**src/rtl/core/base64_stream_codec_defines.svh**
```systemverilog
// Assertion macros for the base64 stream codec RTL.
// Included by the modules that carry concurrent assertions; no other dependencies.
`ifndef BASE64_STREAM_CODEC_DEFINES_SVH
`define BASE64_STREAM_CODEC_DEFINES_SVH
`ifndef SYNTH
`define B64SC_ASSERT(lbl, clk, rst_n, prop, msg) \
  lbl: assert property (@(posedge clk) disable iff (!rst_n) prop) else $error(msg);
`define B64SC_NEVER(lbl, clk, rst_n, cond, msg) \
  lbl: assert property (@(posedge clk) disable iff (!rst_n) !(cond)) else $error(msg);
`else
`define B64SC_ASSERT(lbl, clk, rst_n, prop, msg)
`define B64SC_NEVER(lbl, clk, rst_n, cond, msg)
`endif
`endif

```
**src/rtl/core/b64sc_pkg.sv**
```systemverilog
// Shared types, character constants and alphabet functions for the base64 codec.
// No dependencies; used by b64sc_core, b64sc_out_buf and base64_stream_codec.
package b64sc_pkg;

  localparam logic [7:0] CH_UPPER_A = 8'h41;
  localparam logic [7:0] CH_UPPER_Z = 8'h5A;
  localparam logic [7:0] CH_LOWER_A = 8'h61;
  localparam logic [7:0] CH_LOWER_Z = 8'h7A;
  localparam logic [7:0] CH_DIGIT_0 = 8'h30;
  localparam logic [7:0] CH_DIGIT_9 = 8'h39;
  localparam logic [7:0] CH_PLUS    = 8'h2B;
  localparam logic [7:0] CH_SLASH   = 8'h2F;
  localparam logic [7:0] CH_PAD     = 8'h3D;

  localparam int unsigned MaxRes = 4;
  localparam int unsigned CntW   = $clog2(MaxRes + 1);

  localparam logic MODE_ENCODE = 1'b0;
  localparam logic MODE_DECODE = 1'b1;

  typedef struct packed {
    logic [7:0] in_byte;
    logic       last;
  } item_t;

  typedef struct packed {
    logic [7:0] out_byte;
    logic       out_last;
    logic       length_error;
  } res_t;

  typedef struct packed {
    res_t [MaxRes-1:0] ent;
    logic [CntW-1:0]   cnt;
  } group_t;

  function automatic logic [7:0] b64_char(input logic [5:0] v);
    logic [7:0] c;
    case (v) inside
      [6'd0:6'd25]:  c = CH_UPPER_A + {2'b00, v};
      [6'd26:6'd51]: c = CH_LOWER_A + {2'b00, v} - 8'd26;
      [6'd52:6'd61]: c = CH_DIGIT_0 + {2'b00, v} - 8'd52;
      6'd62:         c = CH_PLUS;
      default:       c = CH_SLASH;
    endcase
    return c;
  endfunction

  function automatic logic [5:0] b64_sextet(input logic [7:0] c);
    logic [7:0] s;
    case (c) inside
      [CH_UPPER_A:CH_UPPER_Z]: s = c - CH_UPPER_A;
      [CH_LOWER_A:CH_LOWER_Z]: s = c - CH_LOWER_A + 8'd26;
      [CH_DIGIT_0:CH_DIGIT_9]: s = c - CH_DIGIT_0 + 8'd52;
      CH_PLUS:                 s = 8'd62;
      CH_SLASH:                s = 8'd63;
      default:                 s = 8'd0;
    endcase
    return s[5:0];
  endfunction

endpackage

```
**src/rtl/core/b64sc_if.sv**
```systemverilog
// Valid/ready request channels of the base64 codec: input items and results.
// Depends on nothing; payload widths are fixed by the codec's fields.
interface b64sc_in_if;
  logic       valid;
  logic       ready;
  logic [7:0] in_byte;
  logic       last;
  modport source (output valid, in_byte, last, input ready);
  modport sink (input valid, in_byte, last, output ready);
endinterface

interface b64sc_out_if;
  logic       valid;
  logic       ready;
  logic [7:0] out_byte;
  logic       out_last;
  logic       length_error;
  modport source (output valid, out_byte, out_last, length_error, input ready);
  modport sink (input valid, out_byte, out_last, length_error, output ready);
endinterface

```
**src/rtl/core/b64sc_core.sv**
```systemverilog
// Group state and single-pass encode/decode logic for one request.
// Depends on b64sc_pkg and base64_stream_codec_defines.svh.
`include "base64_stream_codec_defines.svh"
module b64sc_core (
  input  logic                clk_i,
  input  logic                rst_ni,
  input  logic                cfg_we_i,
  input  logic                cfg_wdata_i,
  input  logic                fire_i,
  input  b64sc_pkg::item_t    item_i,
  output b64sc_pkg::group_t   grp_o
);

  logic        mode_q, mode_d;
  logic [1:0]  pos_q, pos_d;
  logic [17:0] acc_q, acc_d;
  logic        pad_q, pad_d;

  logic [1:0]  n_pos;
  logic [17:0] n_acc;
  logic        n_pad;
  logic [5:0]  sx;
  logic [23:0] triple;
  logic [7:0]  b;
  logic        fin;
  logic        is_pad;
  logic [2:0]  dcnt;
  b64sc_pkg::group_t grp;

  always_comb begin
    grp    = '0;
    b      = item_i.in_byte;
    fin    = item_i.last;
    sx     = b64sc_pkg::b64_sextet(b);
    triple = {acc_q, sx};
    is_pad = (b == b64sc_pkg::CH_PAD);
    dcnt   = 3'd3 - {2'b00, fin && is_pad} - {2'b00, fin && pad_q};
    n_pos  = pos_q;
    n_acc  = acc_q;
    n_pad  = pad_q;
    if (mode_q == b64sc_pkg::MODE_ENCODE) begin
      n_pad = 1'b0;
      case (pos_q)
        2'd1: begin
          grp.ent[0].out_byte = b64sc_pkg::b64_char({acc_q[1:0], b[7:4]});
          n_acc = {14'd0, b[3:0]};
          n_pos = 2'd2;
          grp.cnt = 3'd1;
          if (fin) begin
            grp.ent[1].out_byte = b64sc_pkg::b64_char({b[3:0], 2'b00});
            grp.ent[2].out_byte = b64sc_pkg::CH_PAD;
            grp.ent[2].out_last = 1'b1;
            grp.cnt = 3'd3;
          end
        end
        2'd2: begin
          grp.ent[0].out_byte = b64sc_pkg::b64_char({acc_q[3:0], b[7:6]});
          grp.ent[1].out_byte = b64sc_pkg::b64_char(b[5:0]);
          grp.ent[1].out_last = fin;
          n_acc = '0;
          n_pos = 2'd0;
          grp.cnt = 3'd2;
        end
        default: begin
          grp.ent[0].out_byte = b64sc_pkg::b64_char(b[7:2]);
          n_acc = {16'd0, b[1:0]};
          n_pos = 2'd1;
          grp.cnt = 3'd1;
          if (fin) begin
            grp.ent[1].out_byte = b64sc_pkg::b64_char({b[1:0], 4'b0000});
            grp.ent[2].out_byte = b64sc_pkg::CH_PAD;
            grp.ent[3].out_byte = b64sc_pkg::CH_PAD;
            grp.ent[3].out_last = 1'b1;
            grp.cnt = 3'd4;
          end
        end
      endcase
    end else if (pos_q != 2'd3) begin
      if (fin) begin
        grp.ent[0].out_last     = 1'b1;
        grp.ent[0].length_error = 1'b1;
        grp.cnt = 3'd1;
      end else begin
        n_acc = {acc_q[11:0], sx};
        n_pos = pos_q + 2'd1;
        if (pos_q == 2'd2 && is_pad) begin
          n_pad = 1'b1;
        end
      end
    end else begin
      grp.ent[0].out_byte = triple[23:16];
      grp.ent[1].out_byte = triple[15:8];
      grp.ent[2].out_byte = triple[7:0];
      grp.ent[0].out_last = fin && (dcnt == 3'd1);
      grp.ent[1].out_last = fin && (dcnt == 3'd2);
      grp.ent[2].out_last = fin && (dcnt == 3'd3);
      grp.cnt = dcnt;
      n_pos = 2'd0;
      n_acc = '0;
      n_pad = 1'b0;
    end
  end

  assign grp_o = grp;

  always_comb begin
    mode_d = mode_q;
    pos_d  = pos_q;
    acc_d  = acc_q;
    pad_d  = pad_q;
    if (cfg_we_i) begin
      mode_d = cfg_wdata_i;
      pos_d  = '0;
      acc_d  = '0;
      pad_d  = 1'b0;
    end else if (fire_i) begin
      if (fin) begin
        pos_d = '0;
        acc_d = '0;
        pad_d = 1'b0;
      end else begin
        pos_d = n_pos;
        acc_d = n_acc;
        pad_d = n_pad;
      end
    end
  end

  always_ff @(posedge clk_i or negedge rst_ni) begin
    if (!rst_ni) begin
      mode_q <= b64sc_pkg::MODE_ENCODE;
      pos_q  <= '0;
      acc_q  <= '0;
      pad_q  <= 1'b0;
    end else begin
      mode_q <= mode_d;
      pos_q  <= pos_d;
      acc_q  <= acc_d;
      pad_q  <= pad_d;
    end
  end

  `B64SC_ASSERT(a_last_restarts, clk_i, rst_ni, fire_i && item_i.last && !cfg_we_i |=> pos_q == 2'd0, "group not restarted after last request")
  `B64SC_ASSERT(a_pad_in_decode, clk_i, rst_ni, pad_q |-> (mode_q == b64sc_pkg::MODE_DECODE) && (pos_q == 2'd3), "pad mark outside a full decode group")
  `B64SC_NEVER(a_enc_no_error, clk_i, rst_ni, (mode_q == b64sc_pkg::MODE_ENCODE) && (grp.ent[0].length_error || grp.ent[1].length_error || grp.ent[2].length_error || grp.ent[3].length_error), "length error while encoding")
  `B64SC_NEVER(a_enc_pos, clk_i, rst_ni, (mode_q == b64sc_pkg::MODE_ENCODE) && (pos_q == 2'd3), "encode group position out of range")

endmodule

```
**src/rtl/core/b64sc_out_buf.sv**
```systemverilog
// Result buffer: holds up to four results of one request and drains them in order.
// Depends on b64sc_pkg, b64sc_if and base64_stream_codec_defines.svh.
`include "base64_stream_codec_defines.svh"
module b64sc_out_buf (
  input  logic               clk_i,
  input  logic               rst_ni,
  input  logic               load_i,
  input  b64sc_pkg::group_t  grp_i,
  output logic               can_load_o,
  b64sc_out_if.source        out_o
);

  b64sc_pkg::res_t [b64sc_pkg::MaxRes-1:0] ent_q;
  logic [b64sc_pkg::CntW-1:0] cnt_q, cnt_d;
  logic [b64sc_pkg::CntW-1:0] rd_q, rd_d;
  logic [b64sc_pkg::CntW-1:0] rd_inc;
  logic avail, pop, last_pop;
  b64sc_pkg::res_t head;

  assign rd_inc   = rd_q + b64sc_pkg::CntW'(1);
  assign avail    = (rd_q != cnt_q);
  assign pop      = avail && out_o.ready;
  assign last_pop = pop && (rd_inc == cnt_q);
  assign can_load_o = !avail || last_pop;
  assign head     = ent_q[rd_q[$clog2(b64sc_pkg::MaxRes)-1:0]];

  assign out_o.valid        = avail;
  assign out_o.out_byte     = head.out_byte;
  assign out_o.out_last     = head.out_last;
  assign out_o.length_error = head.length_error;

  always_comb begin
    cnt_d = cnt_q;
    rd_d  = rd_q;
    if (load_i) begin
      cnt_d = grp_i.cnt;
      rd_d  = '0;
    end else if (pop) begin
      rd_d = rd_inc;
    end
  end

  always_ff @(posedge clk_i or negedge rst_ni) begin
    if (!rst_ni) begin
      cnt_q <= '0;
      rd_q  <= '0;
    end else begin
      cnt_q <= cnt_d;
      rd_q  <= rd_d;
    end
  end

  always_ff @(posedge clk_i) begin
    if (load_i) begin
      ent_q <= grp_i.ent;
    end
  end

  `B64SC_ASSERT(a_rd_le_cnt, clk_i, rst_ni, rd_q <= cnt_q, "read pointer passed result count")
  `B64SC_NEVER(a_load_busy, clk_i, rst_ni, load_i && !can_load_o, "load while results still pending")
  `B64SC_ASSERT(a_stall_holds, clk_i, rst_ni, avail && !out_o.ready && !load_i |=> $stable(rd_q), "read pointer moved during stall")

endmodule

```
**src/rtl/core/base64_stream_codec.sv**
```systemverilog
// Top level of the streaming base64 codec: input register, codec core, result buffer.
// Depends on b64sc_pkg, b64sc_if, b64sc_core and b64sc_out_buf.
//
//   channel   dir   handshake      payload
//   in_i      in    valid/ready    in_byte[7:0], last
//   out_o     out   valid/ready    out_byte[7:0], out_last, length_error
//   cfg       in    cfg_we_i       cfg_wdata_i (mode)
//
// A request waits in the input register until the result buffer can load it;
// its results are then registered there and leave in order, one result per cycle
// while out_o is ready. A new request loads only once the single-read result
// buffer has drained; encoding mid-stream yields up to two results per byte.
// Reset clears the mode to encode and empties both registers; no clearing pass.
// A stall on out_o holds the buffer; the input register takes a new request as
// soon as the buffer drains its final result of the current request.
module base64_stream_codec (
  input  logic          clk_i,
  input  logic          rst_ni,
  input  logic          cfg_we_i,
  input  logic          cfg_wdata_i,
  b64sc_in_if.sink      in_i,
  b64sc_out_if.source   out_o
);

  logic              inv_q, inv_d;
  b64sc_pkg::item_t  item_q;
  logic              can_load;
  logic              fire;
  logic              take;
  b64sc_pkg::group_t grp;

  assign fire     = inv_q && can_load;
  assign in_i.ready = !inv_q || fire;
  assign take     = in_i.valid && in_i.ready;

  always_comb begin
    inv_d = inv_q;
    if (take) begin
      inv_d = 1'b1;
    end else if (fire) begin
      inv_d = 1'b0;
    end
  end

  always_ff @(posedge clk_i or negedge rst_ni) begin
    if (!rst_ni) begin
      inv_q <= 1'b0;
    end else begin
      inv_q <= inv_d;
    end
  end

  always_ff @(posedge clk_i) begin
    if (take) begin
      item_q <= '{in_byte: in_i.in_byte, last: in_i.last};
    end
  end

  b64sc_core u_core (
    .clk_i       (clk_i),
    .rst_ni      (rst_ni),
    .cfg_we_i    (cfg_we_i),
    .cfg_wdata_i (cfg_wdata_i),
    .fire_i      (fire),
    .item_i      (item_q),
    .grp_o       (grp)
  );

  b64sc_out_buf u_out_buf (
    .clk_i      (clk_i),
    .rst_ni     (rst_ni),
    .load_i     (fire),
    .grp_i      (grp),
    .can_load_o (can_load),
    .out_o      (out_o)
  );

endmodule
```
**src/flat_wrapper.sv**
```systemverilog
// flat-port wrapper written by rule: the top's interface ports become plain ports
module base64_stream_codec_flat 
  (clk_i, rst_ni, cfg_we_i, cfg_wdata_i, in_i_valid, in_i_in_byte, in_i_last, in_i_ready, out_o_valid, out_o_out_byte, out_o_out_last, out_o_length_error, out_o_ready);
  b64sc_in_if in_i_i ();
  b64sc_out_if out_o_i ();
  input  logic clk_i;
  input  logic rst_ni;
  input  logic cfg_we_i;
  input  logic cfg_wdata_i;
  input wire logic [$bits(in_i_i.valid)-1:0] in_i_valid;
  input wire logic [$bits(in_i_i.in_byte)-1:0] in_i_in_byte;
  input wire logic [$bits(in_i_i.last)-1:0] in_i_last;
  output wire logic [$bits(in_i_i.ready)-1:0] in_i_ready;
  output wire logic [$bits(out_o_i.valid)-1:0] out_o_valid;
  output wire logic [$bits(out_o_i.out_byte)-1:0] out_o_out_byte;
  output wire logic [$bits(out_o_i.out_last)-1:0] out_o_out_last;
  output wire logic [$bits(out_o_i.length_error)-1:0] out_o_length_error;
  input wire logic [$bits(out_o_i.ready)-1:0] out_o_ready;
  assign in_i_i.valid = in_i_valid;
  assign in_i_i.in_byte = in_i_in_byte;
  assign in_i_i.last = in_i_last;
  assign in_i_ready = in_i_i.ready;
  assign out_o_valid = out_o_i.valid;
  assign out_o_out_byte = out_o_i.out_byte;
  assign out_o_out_last = out_o_i.out_last;
  assign out_o_length_error = out_o_i.length_error;
  assign out_o_i.ready = out_o_ready;
  base64_stream_codec u_core (.clk_i(clk_i), .rst_ni(rst_ni), .cfg_we_i(cfg_we_i), .cfg_wdata_i(cfg_wdata_i), .in_i(in_i_i), .out_o(out_o_i));
endmodule
```
**config.mk**
```make
export PLATFORM = sky130hd
export DESIGN_NAME = base64_stream_codec_flat
export DESIGN_NICKNAME = d
export VERILOG_FILES = /design/src/rtl/core/b64sc_pkg.sv /design/src/rtl/core/b64sc_if.sv /design/src/rtl/core/b64sc_core.sv /design/src/rtl/core/b64sc_out_buf.sv /design/src/rtl/core/base64_stream_codec.sv /design/src/flat_wrapper.sv
export VERILOG_INCLUDE_DIRS = /design/src /design/src/rtl/core
export SDC_FILE = /design/constraint.sdc
export NUM_CORES = 1
export LEC_CHECK = 0
export BUFFER_PORTS_ARGS = -buffer_cell sky130_fd_sc_hd__buf_2
export CAP_MARGIN = 20
export CORE_MARGIN = 2
export CORE_UTILIZATION = 50
export CTS_BUF_LIST = sky130_fd_sc_hd__clkbuf_8 sky130_fd_sc_hd__clkbuf_16
export CTS_CLUSTER_DIAMETER = 150
export CTS_CLUSTER_SIZE = 40
export DETAILED_ROUTE_END_ITERATION = 10
export PLACE_DENSITY_LB_ADDON = 0.15
export SLEW_MARGIN = 40
export SYNTH_ARGS = -nofsm -noshare
export SYNTH_HDL_FRONTEND = slang
export SYNTH_SLANG_ARGS = --single-unit
```
**constraint.sdc**
```tcl
create_clock -name clk_i -period 7.6 [get_ports clk_i]
set_clock_uncertainty 0.2 [all_clocks]
set_input_delay 0.38 -clock clk_i [delete_from_list [all_inputs] [get_ports clk_i]]
set_output_delay 0.38 -clock clk_i [all_outputs]
set_load 0.02 [all_outputs]
```
; Word level (Yosys, flattened, before mapping)
; Cells that the tools add are included.
[totals]
regBits = 75
latchBits = 0
ramBits = 0
romBits = 0
in_bits = 15
output_inout_bits = 12
word_cells = 230
mem_count = 0
[classes]
n_addsub = 39
mul = 0
n_div = 0
n_lt_le_gt_ge = 43
n_eq_ne = 16
shifts = 0
mux = 73
bitwise = 0
reduce_logical = 41
[op_table]
columns = operator, count
row1 = 8-bit two-way mux, 22
row2 = "7-bit by 6-bit adder with 8-bit output, first input constant", 12
row3 = 18-bit two-way mux, 5
row4 = "6-bit <= comparator, second input constant", 12
row5 = 8-bit one-hot mux with 2 select lines, 3
row6 = "7-bit by 6-bit subtractor with 8-bit output, second input constant", 6
row7 = "8-bit by 5-bit subtractor with 8-bit output, second input constant", 6
row8 = "6-bit by 6-bit adder with 7-bit output, first input constant", 6
row9 = "6-bit by 1-bit >= comparator with 1-bit output, second input constant", 6
row10 = "6-bit by 5-bit >= comparator with 1-bit output, second input constant", 6
row11 = "6-bit >= comparator, second input constant", 6
row12 = "6-bit by 5-bit <= comparator with 1-bit output, second input constant", 6
row13 = 6-bit two-way mux, 6
row14 = 9-bit two-way mux, 4
row15 = 1-bit logical AND, 31
row16 = 3-bit two-way mux, 9
row17 = "6-bit == test, second input constant", 4
row18 = "8-bit by 6-bit == test with 1-bit output, second input constant", 3
row19 = 10-bit binary-select mux with 2-bit select, 1
row20 = "8-bit by 7-bit >= comparator with 1-bit output, second input constant", 2
row21 = "8-bit by 7-bit <= comparator with 1-bit output, second input constant", 2
row22 = 2-bit two-way mux, 6
row23 = "6-bit subtractor, second input constant", 2
row24 = 1-bit two-way mux, 11
row25 = other kinds (29), 35

; Logic depth before layout (Yosys ltp)
; Gate-level depths: netlist (run 1).
[logic_depth]
word_depth = 11
depth_mapped = 12
ltp_nobuf = 10

; Hierarchy
; From an unflattened synthesis (run 1), not the netlist that was laid out.
[hier_totals]
cells_unflattened = 719
area_unflattened_um2 = 6505.0
[by_module_without_submodules]
columns = module, instances, cells_each, area_per_inst_um2, seq_area_each_um2
row1 = b64sc_core, 1, 614, 4341.7, 550.5
row2 = b64sc_out_buf, 1, 91, 1833.0, 1351.3
row3 = base64_stream_codec, 1, 14, 330.3, 295.3

; Worst setup path before layout (run 1)
; Ideal clock, no wire load.
[synth_timing]
path_type = register to register
from = register u_core.item_q[6] (netlist bit)
to = register u_core.u_out_buf.ent_q[7] (netlist bit), data pin
setup_time_ps = 272
arrival_ps = 2741
t_required_ps = 7128
path_slack_ps = 4388
path_stages_with_launch = 13
path_buffers = 4
period_less_slack_ps = 3212
path_cell_list = edfxtp_1 > buf_2 > inv_1 > clkbuf_1 > ha_1 > buf_4 > inv_2 > a211oi_2 > or2_0 > clkbuf_1 > a311o_1 > o22ai_1 > or4_1
[synth_rtl]
columns = element, line_no
row1 = start: declaration, base64_stream_codec.sv:26  ; b64sc_pkg::item_t item_q;
row2 = start signal: assignment, base64_stream_codec.sv:55  ; item_q <= '{in_byte: in_i.in_byte, last: in_i.last};
row3 = end signal: assignment, b64sc_out_buf.sv:55  ; ent_q <= grp_i.ent;
row4 = end: declaration, b64sc_out_buf.sv:13  ; b64sc_pkg::res_t [b64sc_pkg::MaxRes-1:0] ent_q;

==> results by group, run 1 <==
Status
  • Status: finished clean

Logic synthesis
  • Netlist area before placement: approximately 6000 µm²
  • Top cell types by occurrence after synthesis: 72 x sky130_fd_sc_hd__nand2_1, 50 x sky130_fd_sc_hd__nor2_1, 38 x sky130_fd_sc_hd__edfxtp_1, 32 x sky130_fd_sc_hd__ha_1
  • Synthesized-area fraction occupied by adder cells: 6.68%
  • Ys flop type: sky130_fd_sc_hd__edfxtp_1
  • Post-synth net total: between 700 and 800
  • Dominant combinational cell family by area after synthesis: compound AO/OA/AOI/OAI gates
  • Area contributors post-synth: sky130_fd_sc_hd__edfxtp_1 19%, sky130_fd_sc_hd__dfrtp_1 12%, sky130_fd_sc_hd__ha_1 6.7%, sky130_fd_sc_hd__nand2_1 4.5%, sky130_fd_sc_hd__xnor2_1 3.8%
  • Parity-gate share of the synthesized area counting xor and xnor cells: 5.05%
  • Library cell with the highest instance count after synthesis: sky130_fd_sc_hd__nand2_1
  • Distinct cells, synth: 90
  • Fraction of the yosys area taken by sequential cells: between 30 and 40%
  • Total number of yosys warnings: 0
  • Cell accounting for the most synthesized area: sky130_fd_sc_hd__edfxtp_1
  • Mean post-synth cell area: 8.62 µm²
  • Post-synth EDFFs: 38
  • Post-Syn Instances: about 700
  • Synthesized-area fraction occupied by ao, oa, aoi and oai cells: 25.3%
  • Area share of and/or/nand/nor cells after synthesis: between 20% and 30%
  • Area fraction of the dominant cell type after synthesis: 19.0%
  • Post-synthesis register bit count: 67
  • Proportion of synthesized flip-flops having asynchronous set or reset: about 43%
  • Post-synthesis mux area share: 5.03%

Finish
  • Antenna Cells: 0
  • Final instance area: 6530 µm²
  • Ratio of cells with drive above 1 in the final layout: 11.4%
  • Final standard cell utilization of the core: 56.4%
  • Fin nets: roughly 740
  • Area added between synthesis and finish: 8.94%

Floorplanning
  • Floorplan row count: 39
  • Std-Cell Core Area: between 10000 and 15000 µm²
  • Width of the die: 113 µm
  • I/O Pins: 27
  • Total die area: 12900 µm²
  • Initial core utilization: 51.8%
  • Vertical die dimension: 113 µm

Setup path
  • Termination of the worst setup path: u_core.u_out_buf.ent_q[7]
  • Data arrival time of the worst path: approximately 4 ns
  • Type of the worst setup path: register to register
  • R2R setup slack: 3.39 ns
  • Sort of element at the end of the critical path: register
  • Data required, critical path: 7.48 ns
  • RR Startpoint: u_core.item_q[5]
  • Cell count of the worst reg-to-reg path: 8
  • Highest fanout seen on the critical path: 17
  • Origin of the worst setup path: u_core.item_q[5]
  • Endpoint of the worst-slack reg-to-reg timing path: u_core.u_out_buf.ent_q[7]
  • Category of the worst setup path launch point: register

Global route
  • First-pass GRT wire length: 32400 µm
  • Residual overflow from global routing: 0
  • Total global routing track utilization: around a third
  • Number of global-route vias before repair: 5473
  • Largest net degree at the start of global routing: between 40 and 50
  • Initial antenna violation count: 2

Min path
  • Worst hold-check path type: input port to register

STA
  • Min Clock Period, post-route: between 4 and 5 ns
  • Final Hold Viols: 0
  • Transition time at the pin with the least slew margin: 0.845 ns
  • Fin Hold WS: 0.00539 ns
  • Remaining max-slew budget at the tightest pin: 43.6%
  • Max frequency: 238 MHz
  • Number of setup violations in the final report: 0
  • Unrepaired setup endpoints after global routing: false
  • Portion of the clock cycle consumed by the worst path in the final layout: 55.4%
  • Total negative setup slack: 0 ns
  • Number of pins with negative max-slew slack in the final report: 0

Power and ir drop
  • Pwr Density: roughly 410 nW/µm²
  • Net load switching power: 1330 µW
  • Share of power burned in combinational logic: 55.2%
  • Maximum resistive drop on vdd: 295 µV
  • Reported leakage power: 0.00249 µW
  • Internal power consumption: 1330 µW
  • Fraction of power consumed by sequential logic: 28.4%
  • Proportion of power drawn by the clock network: roughly 16%
  • Fraction of power spent switching nets: 49.9%

Clock tree
  • Resize count post-CTS: 0
  • Clk pin slew, worst setup/hold paths: 0.06 ns
  • Number of buffers between clock root and the deepest sink: 2
  • Clock tree from TritonCTS: yes
  • Root buf cell: sky130_fd_sc_hd__clkbuf_16
  • CTS Sinks: 67
  • Htree depth: 3
  • CTS Buf Count: 9
  • Worst skew pair latency: 0.35 ns

Placed design
  • Detailed Place HPWL: roughly 15000 µm
  • Routability congestion estimate from global placement: 1.02
  • Number of buffers inserted by port buffering: 26
  • DP Area: 6120 µm²

Detailed routing
  • Per-cell via count in the routed design: between 6 and 7
  • Vias after detailed routing: 5908
  • Number of antenna-violating nets in the routed design: 0
  • Detailed-route wire length per cell: roughly 25 µm
  • Remaining routing DRC violations: 0
  • First drt pass iteration count: 6
  • Initial DRC Count: between 600 and 700
  • Post-Route WL: 21300 µm

Job
  • Max-cap viol count: 0
## worst min path at each step
stage / from / end / slack [ns] / cells after the start
final: in_i_in_byte[4] / u_core.item_q[5] / 0.005 / 1
after global routing: in_i_in_byte[4] / u_core.item_q[5] / 0.02 / 1
after CTS: in_i_in_byte[4] / u_core.item_q[5] / 0.006 / 1
after detailed placement: rst_ni / u_core.u_core.acc_q[2] / 0.26 / 1
after global placement: rst_ni / u_core.u_core.acc_q[2] / 0.26 / 1
after floorplan: rst_ni / u_core.inv_q / -0.12 / 0
## area by class of cell
cell class / instances / area [µm²]
fill: 1053 / 5040
inverter: 25 / 93.8
clock inverter: 4 / 28.8
tap: 143 / 179
multi-input combinational: 556 / 3840
sequential: 67 / 1870
timing repair buffer: 38 / 243
clock buffer: 12 / 278
## cell families (layout without fill, tap and decap cells)
kind of cell / count (synthesis) / in the layout
mux: 22 / 22
compound gates: 210 / 210
fa+ha+maj: 32 / 32
simple gates: 259 / 259
buf+inv: 72 / 79
xor+xnor: 33 / 33
flops: 67 / 67
## metal layers
metal	part of all wire, %	GRT usage (%)	up-vias
met4	4.0	14.9	2
met1	42	46.0	2825
met3	12	8.55	70
li1	-	-	2624
met5	0.066	0	-
met2	43	49.7	387
## power groups by stage
stage / clock network, µW / registers [µW] / logic, µW
2_1_floorplan: 0 / 640 / 1080
3_3_place_gp: 0 / 757 / 1410
3_5_place_dp: 0 / 758 / 1410
4_1_cts: 437 / 752 / 1420
5_1_grt: 450 / 769 / 1560
6_report: 436 / 754 / 1470
## state kept, by name, indices dropped and copies added (netlist names)
signal / count
u_core.u_core.acc_q: 18
u_core.u_out_buf.cnt_q: 3
u_core.u_core.pos_q: 2
u_core.inv_q: 1
u_core.u_out_buf.rd_q: 3
u_core.u_out_buf.ent_q: 29
u_core.u_core.mode_q: 1
u_core.item_q: 9
u_core.u_core.pad_q: 1
## through the flow
stage,std cells,power (µW),setup slack [ns]
3_3_place_gp,820,2170,3.55
2_1_floorplan,695,1720,4.39
5_1_grt,845,2780,3.27
4_1_cts,845,2610,3.51
3_5_place_dp,820,2170,3.55
6_report,845,2660,3.39
## placed cells by master (no fill, tap or decap), types with 4 or more instances in the layout
cell                             n
sky130_fd_sc_hd__clkbuf_16      10
sky130_fd_sc_hd__nand2b_1       14
sky130_fd_sc_hd__dlygate4sd3_1   9
sky130_fd_sc_hd__xor2_1          6
sky130_fd_sc_hd__nand2_1        72
sky130_fd_sc_hd__nor2b_1        11
sky130_fd_sc_hd__nand3_1        31
sky130_fd_sc_hd__o22ai_1         5
sky130_fd_sc_hd__a221oi_1        8
sky130_fd_sc_hd__a21oi_1        28
sky130_fd_sc_hd__a221o_1         4
sky130_fd_sc_hd__inv_1          21
sky130_fd_sc_hd__ha_1           32
sky130_fd_sc_hd__a31oi_1        13
sky130_fd_sc_hd__o21a_1          4
sky130_fd_sc_hd__and3_1          6
sky130_fd_sc_hd__dfrtp_1        29
sky130_fd_sc_hd__xnor2_1        26
sky130_fd_sc_hd__a21o_1          7
sky130_fd_sc_hd__edfxtp_1       38
sky130_fd_sc_hd__and2_1          8
sky130_fd_sc_hd__mux4_2          6
sky130_fd_sc_hd__o211ai_1       11
sky130_fd_sc_hd__o21ai_0        31
sky130_fd_sc_hd__o21ai_1        17
sky130_fd_sc_hd__mux2i_1        11
sky130_fd_sc_hd__buf_2          26
sky130_fd_sc_hd__nor3_1         25
sky130_fd_sc_hd__a32oi_1         4
sky130_fd_sc_hd__a211oi_1       14
sky130_fd_sc_hd__or3_1           5
sky130_fd_sc_hd__o31ai_1         6
sky130_fd_sc_hd__nand4_1        11
sky130_fd_sc_hd__nor2_1         50
sky130_fd_sc_hd__a22o_1          5
## repair_timing
action,CTS,global route
setup endpoints to repair,0,0
setup buffers,0,0
hold endpoints to repair,37,0
hold buffers,9,0
## critical path, stage by stage, from the launching register on
cell and delay (ns):
sky130_fd_sc_hd__edfxtp_1 0.84, sky130_fd_sc_hd__clkinv_1 0.67, sky130_fd_sc_hd__ha_1 0.55, sky130_fd_sc_hd__a21o_1 0.23, sky130_fd_sc_hd__a21oi_2 0.23, sky130_fd_sc_hd__a21oi_1 0.26
sky130_fd_sc_hd__nor3_1 0.26, sky130_fd_sc_hd__a211oi_1 0.12, sky130_fd_sc_hd__or4_1 0.56
Note: power is estimated with default switching activity, not from simulation.
==> inputs of run 2 (changes only) <==
- ABC_AREA: not set -> 1
- clock period: 7.6 -> 3.51 ns (I/O delays scaled with it)
==> run 2 against run 1 <==
  * Clock power grew 110%
  * Non-clock buffer count grew 20
  * Combinational power grew 130%
  * Via count grew 9.0%
  * Count of clock-buffer cells in the layout shrank 3
  * Synthesized area grew 0.17%
  * Synthesized cell count grew 32%
  * Critical path depth grew 4
  * Global-route usage shrank 0.60 points
==> results by group, run 2 <==
Status
  • Status: finished clean

Floorplanning
  • Floorplan row count: 40 (+2.6%)
  • Width of the die: 114 µm (about the same)
  • Initial core utilization: 50.6% (-1.2 points)
  • Total die area: 12900 µm² (+0.16%)
  • I/O Pins: 27 (unchanged)
  • Vertical die dimension: 114 µm (about the same)
  • Std-Cell Core Area: 11900 µm² (+2.6%)

Finish
  • Number of flip-flops in the largest register: 29 (unchanged)
  • Most common library cell in the layout ignoring fill and taps: sky130_fd_sc_hd__nand2_1
  • Top Registers: u_core.u_out_buf.ent_q: 29 flops, u_core.u_core.acc_q: 18 flops, u_core.item_q: 9 flops
  • Fin nets: 1005 (+35%)
  • Final instance area: 6730 µm² (+3.1%)
  • Most frequent cells in the layout: 292 x sky130_fd_sc_hd__nand2_1, 120 x sky130_fd_sc_hd__nand3_1, 91 x sky130_fd_sc_hd__inv_1
  • Count of fill cells added during filler insertion: 1206 (+15%)
  • Biggest register: u_core.u_out_buf.ent_q
  • Ratio of cells with drive above 1 in the final layout: 8.20% (-3.2 points)
  • Area added between synthesis and finish: 12.1%
  • Antenna Cells: 0 (unchanged)

Detailed routing
  • Post-Route WL: 20500 µm (-3.7%)
  • Met2 wire len: 9340 µm (+2.5%)
  • Top routing layer used: met4
  • Number of antenna-violating nets in the routed design: 0 (unchanged)
  • Routed length on met3: 1940 µm (-21%)
  • Routed metal-1 wire length: 8520 µm (-3.5%)
  • Remaining routing DRC violations: 0 (unchanged)
  • First drt pass iteration count: 5 (-1)
  • Initial DRC Count: 692 (+9.0%)
  • Per-cell via count in the routed design: 5.80 (-17%)
  • Detailed-route wire length per cell: 18.4 µm (-27%)
  • Vias after detailed routing: 6440 (+9.0%)

Power and ir drop
  • Proportion of power drawn by the clock network: 15.8% (-0.6 points)
  • Pwr Density: 857 nW/µm² (+110%)
  • Fraction of power consumed by sequential logic: 25.8% (-2.6 points)
  • Fraction of power spent switching nets: 51.6% (+1.7 points)
  • Reported leakage power: 0.00330 µW (+33%)
  • Net load switching power: 2980 µW (+120%)
  • Internal power consumption: 2790 µW (+110%)
  • Share of power burned in combinational logic: 58.4% (+3.2 points)
  • Maximum resistive drop on vdd: 341 µV (+16%)

STA
  • Number of pins with negative max-slew slack in the final report: 0 (unchanged)
  • Setup slack of the critical path after layout: 0.374 ns (-3.02 ns)
  • Total negative setup slack: 0 ns (unchanged)
  • Number of setup violations in the final report: 0 (unchanged)
  • Max frequency: 319 MHz (+34%)
  • Unrepaired setup endpoints after global routing: false
  • Transition time at the pin with the least slew margin: 0.669 ns (-0.176 ns)
  • Portion of the clock cycle consumed by the worst path in the final layout: 89.3% (+34 points)
  • Remaining max-slew budget at the tightest pin: 55.4% (+12 points)
  • Final Hold Viols: 0 (unchanged)
  • Min Clock Period, post-route: 3.14 ns (-1.07 ns)

Logic synthesis
  • Post-synthesis register bit count: 67 (unchanged)
  • Netlist area before placement: 6000 µm² (+0.17%)
  • Fraction of the yosys area taken by sequential cells: 31.1% (-0.052 points)
  • Ys flop type: sky130_fd_sc_hd__edfxtp_1
  • Proportion of synthesized flip-flops having asynchronous set or reset: 43.3% (unchanged)
  • Area contributors post-synth: sky130_fd_sc_hd__edfxtp_1 19%, sky130_fd_sc_hd__nand2_1 18%, sky130_fd_sc_hd__dfrtp_1 12%, sky130_fd_sc_hd__nand3_1 10%, sky130_fd_sc_hd__ha_1 6.7%
  • Total number of yosys warnings: 0 (unchanged)
  • Distinct cells, synth: 41 (-54%)
  • Post-Syn Instances: 920 (+32%)
  • Top cell types by occurrence after synthesis: 292 x sky130_fd_sc_hd__nand2_1, 120 x sky130_fd_sc_hd__nand3_1, 91 x sky130_fd_sc_hd__inv_1, 77 x sky130_fd_sc_hd__nor2_1, 73 x sky130_fd_sc_hd__o21ai_0
  • Library cell with the highest instance count after synthesis: sky130_fd_sc_hd__nand2_1
  • Post-synth net total: 967 (+30%)
  • Mean post-synth cell area: 6.52 µm² (-24%)
  • Post-synth EDFFs: 38 (unchanged)
  • Cell accounting for the most synthesized area: sky130_fd_sc_hd__edfxtp_1
  • Area fraction of the dominant cell type after synthesis: 19.0% (-0.032 points)

Setup path
  • Data required, critical path: 3.41 ns (-4.07 ns)
  • WP buf/inv: 2 (+1)
  • Data arrival time of the worst path: 3.03 ns (-1.06 ns)
  • Crit path top cell by count: sky130_fd_sc_hd__nand2_1
  • Highest fanout seen on the critical path: 14 (-3)
  • CP delay by family, top: simple AND/OR/NAND/NOR gates
  • Slowest stage delay, CP: 0.75 ns (-0.09 ns)
  • Sequence of cells on the critical path: inv_1 -> ha_1 -> nor2_1 -> nand3_1 -> nand2_1 -> inv_1 -> nor2_1 -> a21oi_1 -> o31ai_1 -> nand2_1 -> nand2_1 -> nand2_1
  • Type of the worst setup path: register to register
  • Category of the worst setup path launch point: register
  • Slowest library cell on the worst path: sky130_fd_sc_hd__edfxtp_1
  • Sort of element at the end of the critical path: register

Placed design
  • Routability congestion estimate from global placement: 0.956 (-6.5%)
  • Number of buffers inserted by port buffering: 26 (unchanged)
  • Detailed Place HPWL: 15700 µm (+2.5%)
  • Setup slack at placement: 0.489 ns (-3.06 ns)
  • DP Area: 6290 µm² (+2.8%)

Global route
  • Residual overflow from global routing: 0 (unchanged)
  • Number of global-route vias before repair: 6121 (+12%)
  • Initial antenna violation count: 0 (-2)
  • First-pass GRT wire length: 32600 µm (+0.55%)
  • Total global routing track utilization: 32.8% (-0.60 points)
  • Largest net degree at the start of global routing: 34 (-28%)

Clock tree
  • Clk pin slew, worst setup/hold paths: 0.06 ns (about the same)
  • Clock tree from TritonCTS: yes
  • Resize count post-CTS: 0 (unchanged)
  • Number of buffers between clock root and the deepest sink: 2 (unchanged)
  • CTS Buf Count: 9 (unchanged)
  • Post-CTS setup repair buffer count: 0 (unchanged)
  • Number of buffers inserted for hold repair after clock tree synthesis: 14 (+5)
  • Root buf cell: sky130_fd_sc_hd__clkbuf_16
  • Htree depth: 3 (unchanged)
  • CTS Sinks: 67 (unchanged)
  • Worst skew pair latency: 0.34 ns (about the same)

Min path
  • Worst hold-check path type: input port to register

Job
  • Max-cap viol count: 0 (unchanged)
[run 2: worst paths after layout]
path	slack, ns	cells past startpoint	end	from
min	0.01	4	u_core.u_out_buf.rd_q[2]	out_o_ready
max in group asynchronous	2.47	2	u_core.u_core.acc_q[10]	rst_ni
min reg2reg	0.27	2	u_core.u_core.pad_q	u_core.u_core.pad_q
min in group asynchronous	0.21	2	u_core.u_out_buf.rd_q[2]	rst_ni
max reg2reg	0.37	12	u_core.u_out_buf.ent_q[3]	u_core.item_q[5]
max	0.37	12	u_core.u_out_buf.ent_q[3]	u_core.item_q[5]
[run 2: metal layers]
| layer | up-vias | GRT usage, % |
|---|---|---|
| met1 | 2954 | 43.2 |
| met2 | 325 | 53.1 |
| li1 | 3111 | - |
| met4 | 0 | 12.7 |
| met3 | 50 | 7.07 |
| met5 | - | 0 |
[run 2: logic make-up after synthesis]
| logic type | count (synthesis) | share of synthesized area, % |
|---|---|---|
| AO/OA/AOI/OAI | 148 | 13.7 |
| XOR/XNOR | 21 | 3.06 |
| adder cells (fa/ha/maj) | 32 | 6.67 |
| buffers and inverters | 134 | 9.32 |
| flip-flops | 67 | 31.1 |
| AND/OR/NAND/NOR | 518 | 36.2 |
[run 2: final cells by class]
type | count | area, µm² | area share, %
repair buffers | 58 | 418 | 6.21
inverters | 103 | 389 | 5.78
well taps | 147 | 184 | 2.73
clock buffers | 9 | 225 | 3.35
multi-input cells | 719 | 3580 | 53.2
clock inverters | 7 | 67.6 | 1.00
flip-flops and latches | 67 | 1870 | 27.7
[run 2: power groups by stage]
| stage | clock (µW) | combinational [µW] | sequential (µW) |
|---|---|---|---|
| 6_report | 908 | 3370 | 1490 |
| 2_1_floorplan | 0 | 2330 | 1360 |
| 4_1_cts | 912 | 3290 | 1480 |
| 5_1_grt | 937 | 3700 | 1510 |
| 3_3_place_gp | 0 | 3270 | 1490 |
| 3_5_place_dp | 0 | 3270 | 1490 |
[run 2: worst reg2reg max path, delay by kind of cell, from the launching register on]
kind                     cells  cell delay, ns
AND/OR/NAND/NOR              7            1.05
buffers and inverters        2            0.39
adder cells (fa/ha/maj)      1            0.31
flip-flops                   1            0.75
AO/OA/AOI/OAI                2            0.17
[run 2: metrics by stage]
step,std cells,hold slack (ns),utilization [%],total power [µW]
finish,1110,0.0101,56.7,5760
floorplan,920,-0.320,-,3700
global route,1110,0.0572,56.7,6150
CTS,1110,0.00631,56.7,5690
detailed placement,1080,0.0501,53.1,4760
global placement,1080,0.0508,53.0,4760
